**src/slot_allocator_with_sweep_unit_assert.svh**
```systemverilog
// Assertion macros for the slot allocator.
// Used by the top level; no other dependencies.
`ifndef SLOT_ALLOCATOR_WITH_SWEEP_UNIT_ASSERT_SVH
`define SLOT_ALLOCATOR_WITH_SWEEP_UNIT_ASSERT_SVH
`ifndef NO_ASSERTIONS
`define SASW_ASSERT(lbl, clk, rst_n, prop, msg) \
    lbl: assert property (@(posedge clk) disable iff (!rst_n) prop) else $error(msg);
`define SASW_ASSERT_NEXT(lbl, clk, rst_n, pre, post, msg) \
    lbl: assert property (@(posedge clk) disable iff (!rst_n) pre |=> post) else $error(msg);
`else
`define SASW_ASSERT(lbl, clk, rst_n, prop, msg)
`define SASW_ASSERT_NEXT(lbl, clk, rst_n, pre, post, msg)
`endif
`endif

```
**src/sasw_pkg.sv**
```systemverilog
// Shared types and constants of the slot allocator.
// No dependencies.
`default_nettype none
package sasw_pkg;
    localparam int SLOTS_DEF     = 256;
    localparam int MAX_GRANT_DEF = 64;

    localparam logic [1:0] MODE_RESERVE = 2'd0;
    localparam logic [1:0] MODE_FREE    = 2'd1;
    localparam logic [1:0] MODE_PUBLISH = 2'd2;
    localparam logic [1:0] MODE_MARK    = 2'd3;

    typedef struct packed {
        logic used;
        logic pub;
        logic rec;
    } t_slot_bits;

    typedef struct packed {
        logic accept;
        logic clear_step;
        logic op_wr;
        logic sweep_init;
        logic sweep_step;
        logic prep;
        logic pop_bit;
        logic pop_chk;
        logic scan_rd;
        logic scan_chk;
        logic finish;
    } t_cmd;

    typedef struct packed {
        logic is_reserve;
        logic need_sweep;
        logic sweep_last;
        logic pop_any;
        logic scan_done;
    } t_sts;
endpackage
`default_nettype wire

```
**src/sasw_ram.sv**
```systemverilog
// Generic RAM, one write port and one registered read port.
// No dependencies.
`default_nettype none
module sasw_ram #(
    parameter int WIDTH = 8,
    parameter int DEPTH = 256
) (
    input  wire logic                     i_clk,
    input  wire logic                     i_we,
    input  wire logic [$clog2(DEPTH)-1:0] i_waddr,
    input  wire logic [WIDTH-1:0]         i_wdata,
    input  wire logic [$clog2(DEPTH)-1:0] i_raddr,
    output logic      [WIDTH-1:0]         o_rdata
);
    logic [WIDTH-1:0] r_mem [DEPTH];

    always_ff @(posedge i_clk) begin
        if (i_we) begin
            r_mem[i_waddr] <= i_wdata;
        end
        o_rdata <= r_mem[i_raddr];
    end
endmodule
`default_nettype wire

```
**src/sasw_ctrl.sv**
```systemverilog
// Controller state machine of the slot allocator.
// Depends on sasw_pkg.
`default_nettype none
module sasw_ctrl (
    input  wire logic          i_clk,
    input  wire logic          i_rst_n,
    input  wire logic          i_start,
    input  wire sasw_pkg::t_sts i_sts,
    output sasw_pkg::t_cmd     o_cmd,
    output logic               o_busy
);
    import sasw_pkg::*;

    typedef enum logic [3:0] {
        S_CLEAR, S_IDLE, S_OP, S_CHECK, S_SWEEP, S_SWTAIL, S_PREP,
        S_POP_RD, S_POP_BIT, S_POP_CHK, S_SCAN_RD, S_SCAN_CHK, S_DONE
    } t_state;

    t_state r_state, n_state;

    always_comb begin
        o_cmd   = '0;
        n_state = r_state;
        case (r_state)
            S_CLEAR: begin
                o_cmd.clear_step = 1'b1;
                if (i_sts.sweep_last) n_state = S_IDLE;
            end
            S_IDLE: begin
                if (i_start) begin
                    o_cmd.accept = 1'b1;
                    n_state = i_sts.is_reserve ? S_CHECK : S_OP;
                end
            end
            S_OP: begin
                o_cmd.op_wr = 1'b1;
                n_state = S_IDLE;
            end
            S_CHECK: begin
                if (i_sts.need_sweep) begin
                    o_cmd.sweep_init = 1'b1;
                    n_state = S_SWEEP;
                end else begin
                    n_state = S_PREP;
                end
            end
            S_SWEEP: begin
                o_cmd.sweep_step = 1'b1;
                if (i_sts.sweep_last) n_state = S_SWTAIL;
            end
            S_SWTAIL: begin
                n_state = S_PREP;
            end
            S_PREP: begin
                o_cmd.prep = 1'b1;
                n_state = S_POP_RD;
            end
            S_POP_RD: begin
                n_state = i_sts.pop_any ? S_POP_BIT : S_SCAN_RD;
            end
            S_POP_BIT: begin
                o_cmd.pop_bit = 1'b1;
                n_state = S_POP_CHK;
            end
            S_POP_CHK: begin
                o_cmd.pop_chk = 1'b1;
                n_state = S_POP_RD;
            end
            S_SCAN_RD: begin
                if (i_sts.scan_done) begin
                    n_state = S_DONE;
                end else begin
                    o_cmd.scan_rd = 1'b1;
                    n_state = S_SCAN_CHK;
                end
            end
            S_SCAN_CHK: begin
                o_cmd.scan_chk = 1'b1;
                n_state = S_SCAN_RD;
            end
            S_DONE: begin
                o_cmd.finish = 1'b1;
                n_state = S_IDLE;
            end
            default: n_state = S_IDLE;
        endcase
    end

    always_ff @(posedge i_clk) begin
        if (!i_rst_n) begin
            r_state <= S_CLEAR;
        end else begin
            r_state <= n_state;
        end
    end

    assign o_busy = (r_state != S_IDLE);
endmodule
`default_nettype wire

```
**src/sasw_dp.sv**
```systemverilog
// Datapath of the slot allocator: slot bit RAM, recycle stack RAM, counters, result register.
// Depends on sasw_pkg and sasw_ram.
`default_nettype none
module sasw_dp #(
    parameter int SLOTS     = sasw_pkg::SLOTS_DEF,
    parameter int MAX_GRANT = sasw_pkg::MAX_GRANT_DEF
) (
    input  wire logic           i_clk,
    input  wire logic           i_rst_n,
    input  wire sasw_pkg::t_cmd i_cmd,
    output sasw_pkg::t_sts      o_sts,
    input  wire logic           i_cfg_we,
    input  wire logic [7:0]     i_cfg_data,
    input  wire logic [1:0]     i_mode,
    input  wire logic [6:0]     i_request_count,
    input  wire logic [7:0]     i_slot_index,
    output logic                o_strobe,
    output logic [16:0]         o_row_position,
    output logic                o_granted,
    output logic                o_contiguous,
    output logic                o_last
);
    import sasw_pkg::*;

    localparam int IW  = $clog2(SLOTS);
    localparam int MXV = (SLOTS > MAX_GRANT) ? SLOTS : MAX_GRANT;
    localparam int CW  = $clog2(MXV + 1);
    localparam int BW  = $bits(t_slot_bits);

    logic [7:0]       r_block;
    logic [CW-1:0]    r_cnt, r_free, r_need, r_len, r_ptop, r_pidx, r_steps;
    logic [IW-1:0]    r_sweep_i, r_sw_a, r_ptr, r_slot;
    logic [1:0]       r_mode;
    logic             r_slot_ok, r_sw_v;
    logic             r_contig;
    logic             r_pend;
    logic [16:0]      r_pend_row;

    logic [IW-1:0]    s_idx, stk_rdata, g_idx, bit_raddr, bit_waddr;
    logic [BW-1:0]    bit_rdata;
    t_slot_bits       bit_rd, bit_wd, op_bits;
    logic             s_ok, g_en, sw_hit, bit_we;
    logic [CW-1:0]    n_need, n_take;
    logic [16:0]      g_row;

    assign s_idx  = IW'(i_slot_index);
    assign s_ok   = (32'(i_slot_index) < 32'(SLOTS));
    assign bit_rd = t_slot_bits'(bit_rdata);
    assign sw_hit = bit_rd.used & bit_rd.pub & bit_rd.rec;
    assign n_need = (r_cnt < r_free) ? r_cnt : r_free;
    assign n_take = (n_need < r_len) ? n_need : r_len;

    sasw_ram #(.WIDTH(IW), .DEPTH(SLOTS)) u_stack (
        .i_clk  (i_clk),
        .i_we   (r_sw_v && sw_hit),
        .i_waddr(r_len[IW-1:0]),
        .i_wdata(r_sw_a),
        .i_raddr(r_pidx[IW-1:0]),
        .o_rdata(stk_rdata)
    );

    sasw_ram #(.WIDTH(BW), .DEPTH(SLOTS)) u_bits (
        .i_clk  (i_clk),
        .i_we   (bit_we),
        .i_waddr(bit_waddr),
        .i_wdata(bit_wd),
        .i_raddr(bit_raddr),
        .o_rdata(bit_rdata)
    );

    always_comb begin
        bit_raddr = s_idx;
        if (i_cmd.sweep_step) begin
            bit_raddr = r_sweep_i;
        end else if (i_cmd.pop_bit) begin
            bit_raddr = stk_rdata;
        end else if (i_cmd.scan_rd) begin
            bit_raddr = r_ptr;
        end
    end

    always_comb begin
        op_bits = bit_rd;
        case (r_mode)
            MODE_FREE: begin
                op_bits.used = 1'b0;
            end
            MODE_PUBLISH: begin
                if (bit_rd.used) op_bits.pub = 1'b1;
            end
            MODE_MARK: begin
                op_bits.rec = 1'b1;
            end
            default: ;
        endcase
    end

    always_comb begin
        g_en  = 1'b0;
        g_idx = r_ptr;
        if (i_cmd.pop_chk) begin
            g_idx = stk_rdata;
            g_en  = (32'(stk_rdata) < 32'(SLOTS)) && !bit_rd.used;
        end else if (i_cmd.scan_chk) begin
            g_en  = !bit_rd.used;
        end
    end

    always_comb begin
        bit_we    = 1'b0;
        bit_waddr = r_sweep_i;
        bit_wd    = '0;
        if (i_cmd.clear_step) begin
            bit_we = 1'b1;
        end else if (i_cmd.op_wr) begin
            bit_we    = r_slot_ok;
            bit_waddr = r_slot;
            bit_wd    = op_bits;
        end else if (r_sw_v) begin
            bit_we     = sw_hit;
            bit_waddr  = r_sw_a;
            bit_wd.pub = bit_rd.pub;
        end else if (g_en) begin
            bit_we      = 1'b1;
            bit_waddr   = g_idx;
            bit_wd.used = 1'b1;
        end
    end

    assign g_row = 17'(32'(g_idx) + 32'd1 + 32'(r_block) * 32'(SLOTS));

    assign o_sts.is_reserve = (i_mode == MODE_RESERVE);
    assign o_sts.need_sweep = (r_cnt > r_free);
    assign o_sts.sweep_last = (r_sweep_i == IW'(SLOTS - 1));
    assign o_sts.pop_any    = (r_pidx != r_ptop);
    assign o_sts.scan_done  = (r_need == '0) || (r_steps == CW'(SLOTS));

    always_ff @(posedge i_clk) begin
        if (!i_rst_n) begin
            r_block   <= '0;
            r_free    <= CW'(SLOTS);
            r_len     <= '0;
            r_ptr     <= '0;
            r_sweep_i <= '0;
            r_sw_v    <= 1'b0;
            r_pend    <= 1'b0;
            o_strobe  <= 1'b0;
        end else begin
            r_sw_v   <= i_cmd.sweep_step;
            r_sw_a   <= r_sweep_i;
            o_strobe <= (g_en && r_pend) || i_cmd.finish;
            if (i_cfg_we) r_block <= i_cfg_data;
            if (i_cmd.accept) begin
                r_cnt     <= (32'(i_request_count) > 32'(MAX_GRANT)) ?
                             CW'(MAX_GRANT) : CW'(i_request_count);
                r_contig  <= 1'b1;
                r_pend    <= 1'b0;
                r_mode    <= i_mode;
                r_slot    <= s_idx;
                r_slot_ok <= s_ok;
            end
            if (i_cmd.op_wr && r_slot_ok && r_mode == MODE_FREE && bit_rd.used) begin
                r_free <= r_free + CW'(1);
            end
            if (i_cmd.clear_step || i_cmd.sweep_step) begin
                r_sweep_i <= r_sweep_i + IW'(1);
            end
            if (i_cmd.sweep_init) begin
                r_sweep_i <= '0;
                r_len     <= '0;
                r_contig  <= (r_cnt > CW'(1)) ? 1'b0 : 1'b1;
            end
            if (r_sw_v && sw_hit) begin
                r_free <= r_free + CW'(1);
                r_len  <= r_len + CW'(1);
            end
            if (i_cmd.prep) begin
                r_need  <= n_need;
                r_ptop  <= r_len;
                r_pidx  <= r_len - n_take;
                r_len   <= r_len - n_take;
                r_steps <= '0;
            end
            if (i_cmd.pop_chk) r_pidx <= r_pidx + CW'(1);
            if (i_cmd.scan_chk) begin
                r_ptr   <= (r_ptr == IW'(SLOTS - 1)) ? '0 : r_ptr + IW'(1);
                r_steps <= r_steps + CW'(1);
            end
            if (g_en) begin
                r_free     <= r_free - CW'(1);
                r_need     <= r_need - CW'(1);
                r_pend     <= 1'b1;
                r_pend_row <= g_row;
                if (r_pend) begin
                    o_row_position <= r_pend_row;
                    o_granted      <= 1'b1;
                    o_contiguous   <= r_contig;
                    o_last         <= 1'b0;
                end
            end
            if (i_cmd.finish) begin
                o_row_position <= r_pend ? r_pend_row : '0;
                o_granted      <= r_pend;
                o_contiguous   <= r_contig;
                o_last         <= 1'b1;
                r_pend         <= 1'b0;
            end
        end
    end
endmodule
`default_nettype wire

```
**src/slot_allocator_with_sweep_unit.sv**
```systemverilog
// After reset busy stays high while the slot bitmaps are cleared (sync active low).
// Free, publish and mark keep busy high only in the single write state S_OP.
// A reserve keeps busy high through the check, the sweep when one runs, the stack pops
// and the slot scan; the next transaction may start once busy drops.
// Each grant leaves the cycle after the next grant is found, the final result in the
// first cycle with busy low; the receiver cannot stall. Stack contents undefined until written.
`default_nettype none
`include "slot_allocator_with_sweep_unit_assert.svh"
module slot_allocator_with_sweep_unit #(
    parameter int SLOTS     = sasw_pkg::SLOTS_DEF,
    parameter int MAX_GRANT = sasw_pkg::MAX_GRANT_DEF
) (
    input  wire logic        i_clk,
    input  wire logic        i_rst_n,
    input  wire logic        start,
    output logic             busy,
    input  wire logic        i_cfg_we,
    input  wire logic [7:0]  i_cfg_data,
    input  wire logic [1:0]  i_mode,
    input  wire logic [6:0]  i_request_count,
    input  wire logic [7:0]  i_slot_index,
    output logic             o_strobe,
    output logic [16:0]      o_row_position,
    output logic             o_granted,
    output logic             o_contiguous,
    output logic             o_last
);
    import sasw_pkg::*;

    t_cmd cmd;
    t_sts sts;

    sasw_ctrl u_ctrl (
        .i_clk  (i_clk),
        .i_rst_n(i_rst_n),
        .i_start(start),
        .i_sts  (sts),
        .o_cmd  (cmd),
        .o_busy (busy)
    );

    sasw_dp #(.SLOTS(SLOTS), .MAX_GRANT(MAX_GRANT)) u_dp (
        .i_clk          (i_clk),
        .i_rst_n        (i_rst_n),
        .i_cmd          (cmd),
        .o_sts          (sts),
        .i_cfg_we       (i_cfg_we),
        .i_cfg_data     (i_cfg_data),
        .i_mode         (i_mode),
        .i_request_count(i_request_count),
        .i_slot_index   (i_slot_index),
        .o_strobe       (o_strobe),
        .o_row_position (o_row_position),
        .o_granted      (o_granted),
        .o_contiguous   (o_contiguous),
        .o_last         (o_last)
    );

    `SASW_ASSERT(a_strobe_from_work, i_clk, i_rst_n, o_strobe |-> $past(busy), "stray result")
    `SASW_ASSERT(a_last_idle, i_clk, i_rst_n, (o_strobe && o_last) |-> !busy, "last while busy")
    `SASW_ASSERT(a_nogrant_last, i_clk, i_rst_n, (o_strobe && !o_granted) |-> o_last, "bad no-grant")
    `SASW_ASSERT_NEXT(a_mode_oneshot, i_clk, i_rst_n, (start && !busy && i_mode != MODE_RESERVE), busy ##1 !busy, "slot op stalled")
endmodule
`default_nettype wire

```
**config.mk**
```make
export PLATFORM = sky130hd
export DESIGN_NAME = slot_allocator_with_sweep_unit
export DESIGN_NICKNAME = d
export VERILOG_FILES = /design/src/sasw_pkg.sv /design/src/sasw_ram.sv /design/src/sasw_ctrl.sv /design/src/sasw_dp.sv /design/src/slot_allocator_with_sweep_unit.sv
export VERILOG_INCLUDE_DIRS = /design/src /design/src/src
export SDC_FILE = /design/constraint.sdc
export NUM_CORES = 2
export LEC_CHECK = 0
export ABC_AREA = 1
export BUFFER_PORTS_ARGS = -buffer_cell sky130_fd_sc_hd__buf_2
export CAP_MARGIN = 25
export CORE_AREA = 2 2 529 531
export DETAILED_ROUTE_END_ITERATION = 8
export DIE_AREA = 0 0 531 533
export PLACE_DENSITY_LB_ADDON = 0.25
export SLEW_MARGIN = 20
export SYNTH_ARGS = -nofsm -noshare
export SYNTH_HDL_FRONTEND = slang
export SYNTH_HIERARCHICAL = 1
export SYNTH_SLANG_ARGS = --single-unit
```
**constraint.sdc**
```tcl
create_clock -name i_clk -period 12.9 [get_ports i_clk]
set_clock_uncertainty 0.2 [all_clocks]
set_input_delay 2.58 -clock i_clk [delete_from_list [all_inputs] [get_ports i_clk]]
set_output_delay 2.58 -clock i_clk [all_outputs]
set_load 0.01 [all_outputs]
```
# After elaboration in Yosys (flattened, before gate mapping)
# Memories as Yosys holds them, arrays and structs flattened. A register that Yosys moved wholly into a read port is not among the register bits.
# Index checks and enable logic that the tools add are counted.
# classes
addsub,11
n_lt_le_gt_ge,5
n_eq_ne,23
muxes,81
n_bitwise,3
n_reduce_logical,32
# op_table
op,n
$mux 9,14
$mux 8,9
$mux 17,4
$mux 1,45
$pmux 4 s10,1
$add 9x1->9 const B,4
$eq 4x4->1 const B,5
$lt 9x9->1,2
$sub 9x1->9 const B,2
$add 17x16->17,1
$add 8x1->8 const B,2
$eq 4x3->1 const B,4
$eq 8x8->1 const B,2
$reduce_and 2->1,7
$reduce_bool 2->1,7
$mux 4,3
$add 8x1->9 const B,1
$eq 9x9->1 const B,1
$gt 9x1->1 const B,1
$gt 9x9->1,1
$logic_not 9->1,1
$ne 9x9->1,1
$sub 9x9->9,1
$eq 4x2->1 const B,2
other kinds (18),34
# word_totals
regBits,150
ram_bits,2816
input_bits,29
out_inout_bits,22
word_cells,181
mem_count,2
# memory_table
memory,words,word_bits,read_ports,rd_ports_with_merged_regs,write_ports,line_no,rtl
u_dp.u_stack.r_mem,256,8,1,1,1,sasw_ram.sv:15,logic [WIDTH-1:0] r_mem [DEPTH];
u_dp.u_bits.r_mem,256,3,1,1,1,sasw_ram.sv:15,

# Logic depth before layout (Yosys ltp)
# depth
ltp_word,10
mapped_depth,29

# By module
# The synthesis kept the hierarchy.
# modules_own_cells
mod,n_inst,cells_each,area_each_um2,seq_area_each_um2
sasw_ram (u_dp.u_stack),1,7003,83396.2,61659.1
sasw_ram (u_dp.u_bits),1,2887,32456.1,23122.2
sasw_dp,1,958,8145.3,3873.7
sasw_ctrl,1,74,406.6,80.1

# Worst setup path after synthesis
# OpenSTA, ideal clock, no wires.
# synth_path
path_kind,register to register
startpoint,register u_ctrl.r_state[2]
endpoint,memory u_dp/u_bits/r_mem[0][0] (netlist name) (data pin)
setup_ns,2.102
arrival_time_ns,10.951
setup_slack_ns,-0.353
stages_incl_launch_ff,7
n_path_buf,1
synth_period_minus_slack_ns,13.253
cell_sequence,dfxtp_1 -> nor2_2 -> inv_1 -> nor3_1 -> clkbuf_1 -> inv_1 -> nor3_1
# synth_rtl
element,line_no,rtl
"start, declared",sasw_ctrl.sv:19,"t_state r_state, n_state;"
"start signal, assigned",sasw_ctrl.sv:93,r_state <= n_state;
"end, declared",sasw_ram.sv:15,

==> qor.csv <==
metric;value;unit
cell row count;194;
buffer count from post-CTS setup fixing;0;
simple-gate share of the synthesized area;0.232;
Avg Synthesized Cell Area;11.4;um2
Crit Reg-Reg Endpoint;u_dp/u_bits/o_rdata[2]$_DFF_P_;
post-route setup TNS;0;ns
count of yosys warnings during synthesis;6;
compound-cell area share of the yosys netlist;0.00953;
capturing instance or port of the critical path;u_dp/u_bits/o_rdata[2]$_DFF_P_;
final layout net count;10806;
maximum buffer depth of the clock tree;4;
worst setup slack for register-to-register paths;6.58;ns
Hold Fails Final Rpt;0;
Worst Path Class, Setup;flop to flop;
worst slack after detailed placement;6.06;ns
number of global-route vias before repair;80146;
setup repair after global routing missed its margin;false;
hold crit path type;flop to flop;
clock buffer count from CTS;316;
Die W;531;um
fraction of layout cells with a size suffix above 1;0.0640;
path length in cells of the critical path;27;
headroom to the max-slew limit;0.189;
relative contribution of combinational cells to total power;0.022;
Post-Syn Instances;10922;
total I/O pin count;51;
areal power density over the cells;145;nW/um2
Switching Share;0.209;
clock network power share;0.446;
startpoint of the worst setup timing path;u_dp/r_need[0]$_DFFE_PP_;
CP max stage delay;0.72;ns
crit share post-route;0.490;
routed via count;83476;
share of the yosys chip area belonging to registers;0.713;
Pins Over Slew Limit;0;
number of flip-flops and latches in the synthesized netlist;2975;
clock-pin slew on the worst setup and hold paths;0.06;ns
worst-case setup margin in the final layout;6.58;ns
number of gates resized after CTS;0;
max capacitance violation total;0;
hold buffers post-CTS;0;
most common flop cell mapped by yosys;edfxtp_1;
launching point of the worst reg2reg path;u_dp/r_need[0]$_DFFE_PP_;
layout-stage area growth over the synthesis result;10.3;%
Final Hold Slack;0.220;ns
fill cell total of the finished layout;24346;
achievable frequency;158;MHz
highest-delay cell along the critical path;clkinv_8;
number of antenna violations at the first check in global routing;5;
Clock Sink Count;2975;
fraction of registers with async set or reset after synthesis;0;
multiplexer area fraction after synthesis;0;
Skew-Pair Late Insertion Delay;0.92;ns
fraction of the mapped netlist area in adder cells;0.00414;
Setup violations, final;0;
effective utilization at floorplan;0.448;
Routability Congestion;0.892;
number of synthesized flops with an enable pin;2915;
Core Area;278000;um2
net load switching power;0.00416;W
die footprint;283000;um2
Detailed Place HPWL;188000;um
critical path buffer and inverter count;6;
slew at the pin closest to its max-slew limit;1.22;ns
parity-gate share of the synthesized area counting xor and xnor cells;0.00275;
total iterations of the first detailed-routing run;6;
Leakage;47.9;nW
per-cell routed wire length;23.0;um
number of design rule violations left after detail routing;0;
Synth cell types;56;
sum of internal, switching and leakage power;0.0199;W
sequential power share;0.531;
Int Pwr;0.0157;W
highest fanout seen on the critical path;209;
Data arrival, critical path;6.90;ns
root cell of the clock tree;clkbuf_16;
mapped cell area;124000;um2
GR Overflow Total;0;
Crit path max-delay family;buffers and inverters;
endpoint type of the worst setup path;flop;
Min Clock Period, post-route;6.32;ns
largest family of logic cells by synthesized area;simple AND/OR/NAND/NOR gates;
wire length of the first global-routing pass;505000;um
number of port buffers;50;
pin count of the biggest net entering global routing;215;
Critical Path Most Common Cell;nand2_1;
R2R depth;27;
via-per-instance ratio;5.67;
number of levels in the clock H-tree;5;
Critical Path Source Type;flop;
worst voltage drop across the vdd grid;0.153;mV
chip height;533;um
Overall Global Routing Usage;0.233;
clock tree from TritonCTS;yes;
wirelength, routed;338000;um
required time at the worst-slack endpoint;13.48;ns
number of nets with antenna violations after detailed routing;0;
result of the run;finished, final reports clean;
Iter 0 DRT Violations;10000;
core utilization of the finished layout;0.494;
placed cells by master (no fill, tap or decap), types with 6 or more instances in the layout:
cell,synthesis,layout
inv_1,234,231
nand2_2,7,8
nand2_1,3153,3152
clkbuf_1,173,74
buf_12,1,15
inv_16,0,6
clkinv_16,0,8
a31oi_1,13,11
buf_4,59,133
clkinv_8,0,6
dfxtp_1,60,60
ha_1,38,38
nor3_1,19,18
nand3_1,2793,2793
xnor2_1,14,14
bufinv_16,0,22
a21oi_1,78,75
inv_2,8,6
o21ai_0,78,78
clkinv_2,0,49
clkbuf_16,0,321
inv_6,1,6
buf_2,363,50
xor2_1,25,25
nor2_2,9,10
nor2_1,678,677
edfxtp_1,2915,2915
clkbuf_8,0,7
o211ai_1,9,9
nand4_1,14,14
clkinv_1,0,61
clkinvlp_4,0,10
registers in the layout, indices dropped and copies added, names as in the netlist, 7 cells and up:
register and cells:
u_dp/r_pidx 9, u_dp/r_slot 8, u_dp/r_ptop 9, u_dp/r_need 9
u_dp/r_ptr 8, u_dp/r_cnt 7, u_dp/r_len 9, u_dp/r_block 8
u_dp/r_free 9, u_dp/u_bits/r_mem 768, u_dp/u_stack/o_rdata 8, u_dp/r_sweep_i 8
u_dp/u_stack/r_mem 2048, u_dp/r_pend_row 17, u_dp/r_sw_a 8, u_dp/o_row_position 17
u_dp/r_steps 9
metal layers:
layer / vias to the layer above / routed length [um] / GRT usage
met2: 3711 / 160000 / 0.376
met5: - / 0 / 0
met1: 41127 / 139000 / 0.322
met3: 645 / 26800 / 0.0337
met4: 0 / 12000 / 0.0844
li1: 37993 / - / -
layout make-up:
class	count	area (um2)	area share
Multi-Input combinational cell	6996	31100	0.227
Sequential cell	2975	88700	0.647
Timing Repair Buffer	203	1670	0.0122
Tap cell	3724	4660	0.0339
Clock buffer	401	8390	0.0612
Antenna cell	4	10.0	0.0000729
Inverter	245	975	0.00710
Clock inverter	168	1710	0.0124
cells by family (layout without fill, tap and decap cells):
logic type | count (synthesis) | after routing
AOI/OAI and AO/OA | 210 | 210
adders and majority gates | 40 | 40
other | 1 | 6
xor gates and xnor gates | 39 | 39
and+or+nand+nor | 6705 | 6705
buffers and inverters | 952 | 1017
DFF | 2975 | 2975
power groups by stage:
stage | Combinational, W | Clock, W | Sequential, W
after detailed placement | 0.000439 | 0 | 0.0108
final | 0.000444 | 0.00888 | 0.0106
after global placement | 0.000428 | 0 | 0.0108
after floorplan | 0.000226 | 0 | 0.0108
after global routing | 0.000481 | 0.00937 | 0.0106
after CTS | 0.000440 | 0.00901 | 0.0106
cell usage after synthesis (53+ instances only):
library cell,number,area [um2]
buf_6,53,597
buf_1,55,206
o21ai_0,78,390
nand2_1,3153,11800
inv_1,234,878
a21oi_1,78,390
dfxtp_1,60,1200
buf_2,363,1820
buf_4,59,443
edfxtp_1,2915,87500
nor2_1,678,2540
clkbuf_1,173,649
nand3_1,2793,14000
through the flow:
stage	cell area (um2)	instances
6_report	137000	14716
5_1_grt	137000	14713
4_1_cts	137000	14704
3_5_place_dp	127000	14135
3_3_place_gp	127000	14131
2_1_floorplan	124000	10923
how the worst min path moves through the flow:
| stage | startpoint | end | slack (ns) | depth (start not counted) |
|---|---|---|---|---|
| 2_1_floorplan | u_dp/r_contig$_SDFFCE_PN1P_ | u_dp/o_contiguous$_DFFE_PP_ | 0.20 | 0 |
| 3_3_place_gp | u_dp/r_contig$_SDFFCE_PN1P_ | u_dp/o_contiguous$_DFFE_PP_ | 0.21 | 0 |
| 3_5_place_dp | u_dp/r_contig$_SDFFCE_PN1P_ | u_dp/o_contiguous$_DFFE_PP_ | 0.21 | 0 |
| 4_1_cts | u_dp/r_contig$_SDFFCE_PN1P_ | u_dp/o_contiguous$_DFFE_PP_ | 0.22 | 0 |
| 5_1_grt | u_dp/r_contig$_SDFFCE_PN1P_ | u_dp/o_contiguous$_DFFE_PP_ | 0.23 | 0 |
| 6_report | u_dp/r_contig$_SDFFCE_PN1P_ | u_dp/o_contiguous$_DFFE_PP_ | 0.22 | 0 |
No activity file was read; power rests on OpenSTA's default activity.
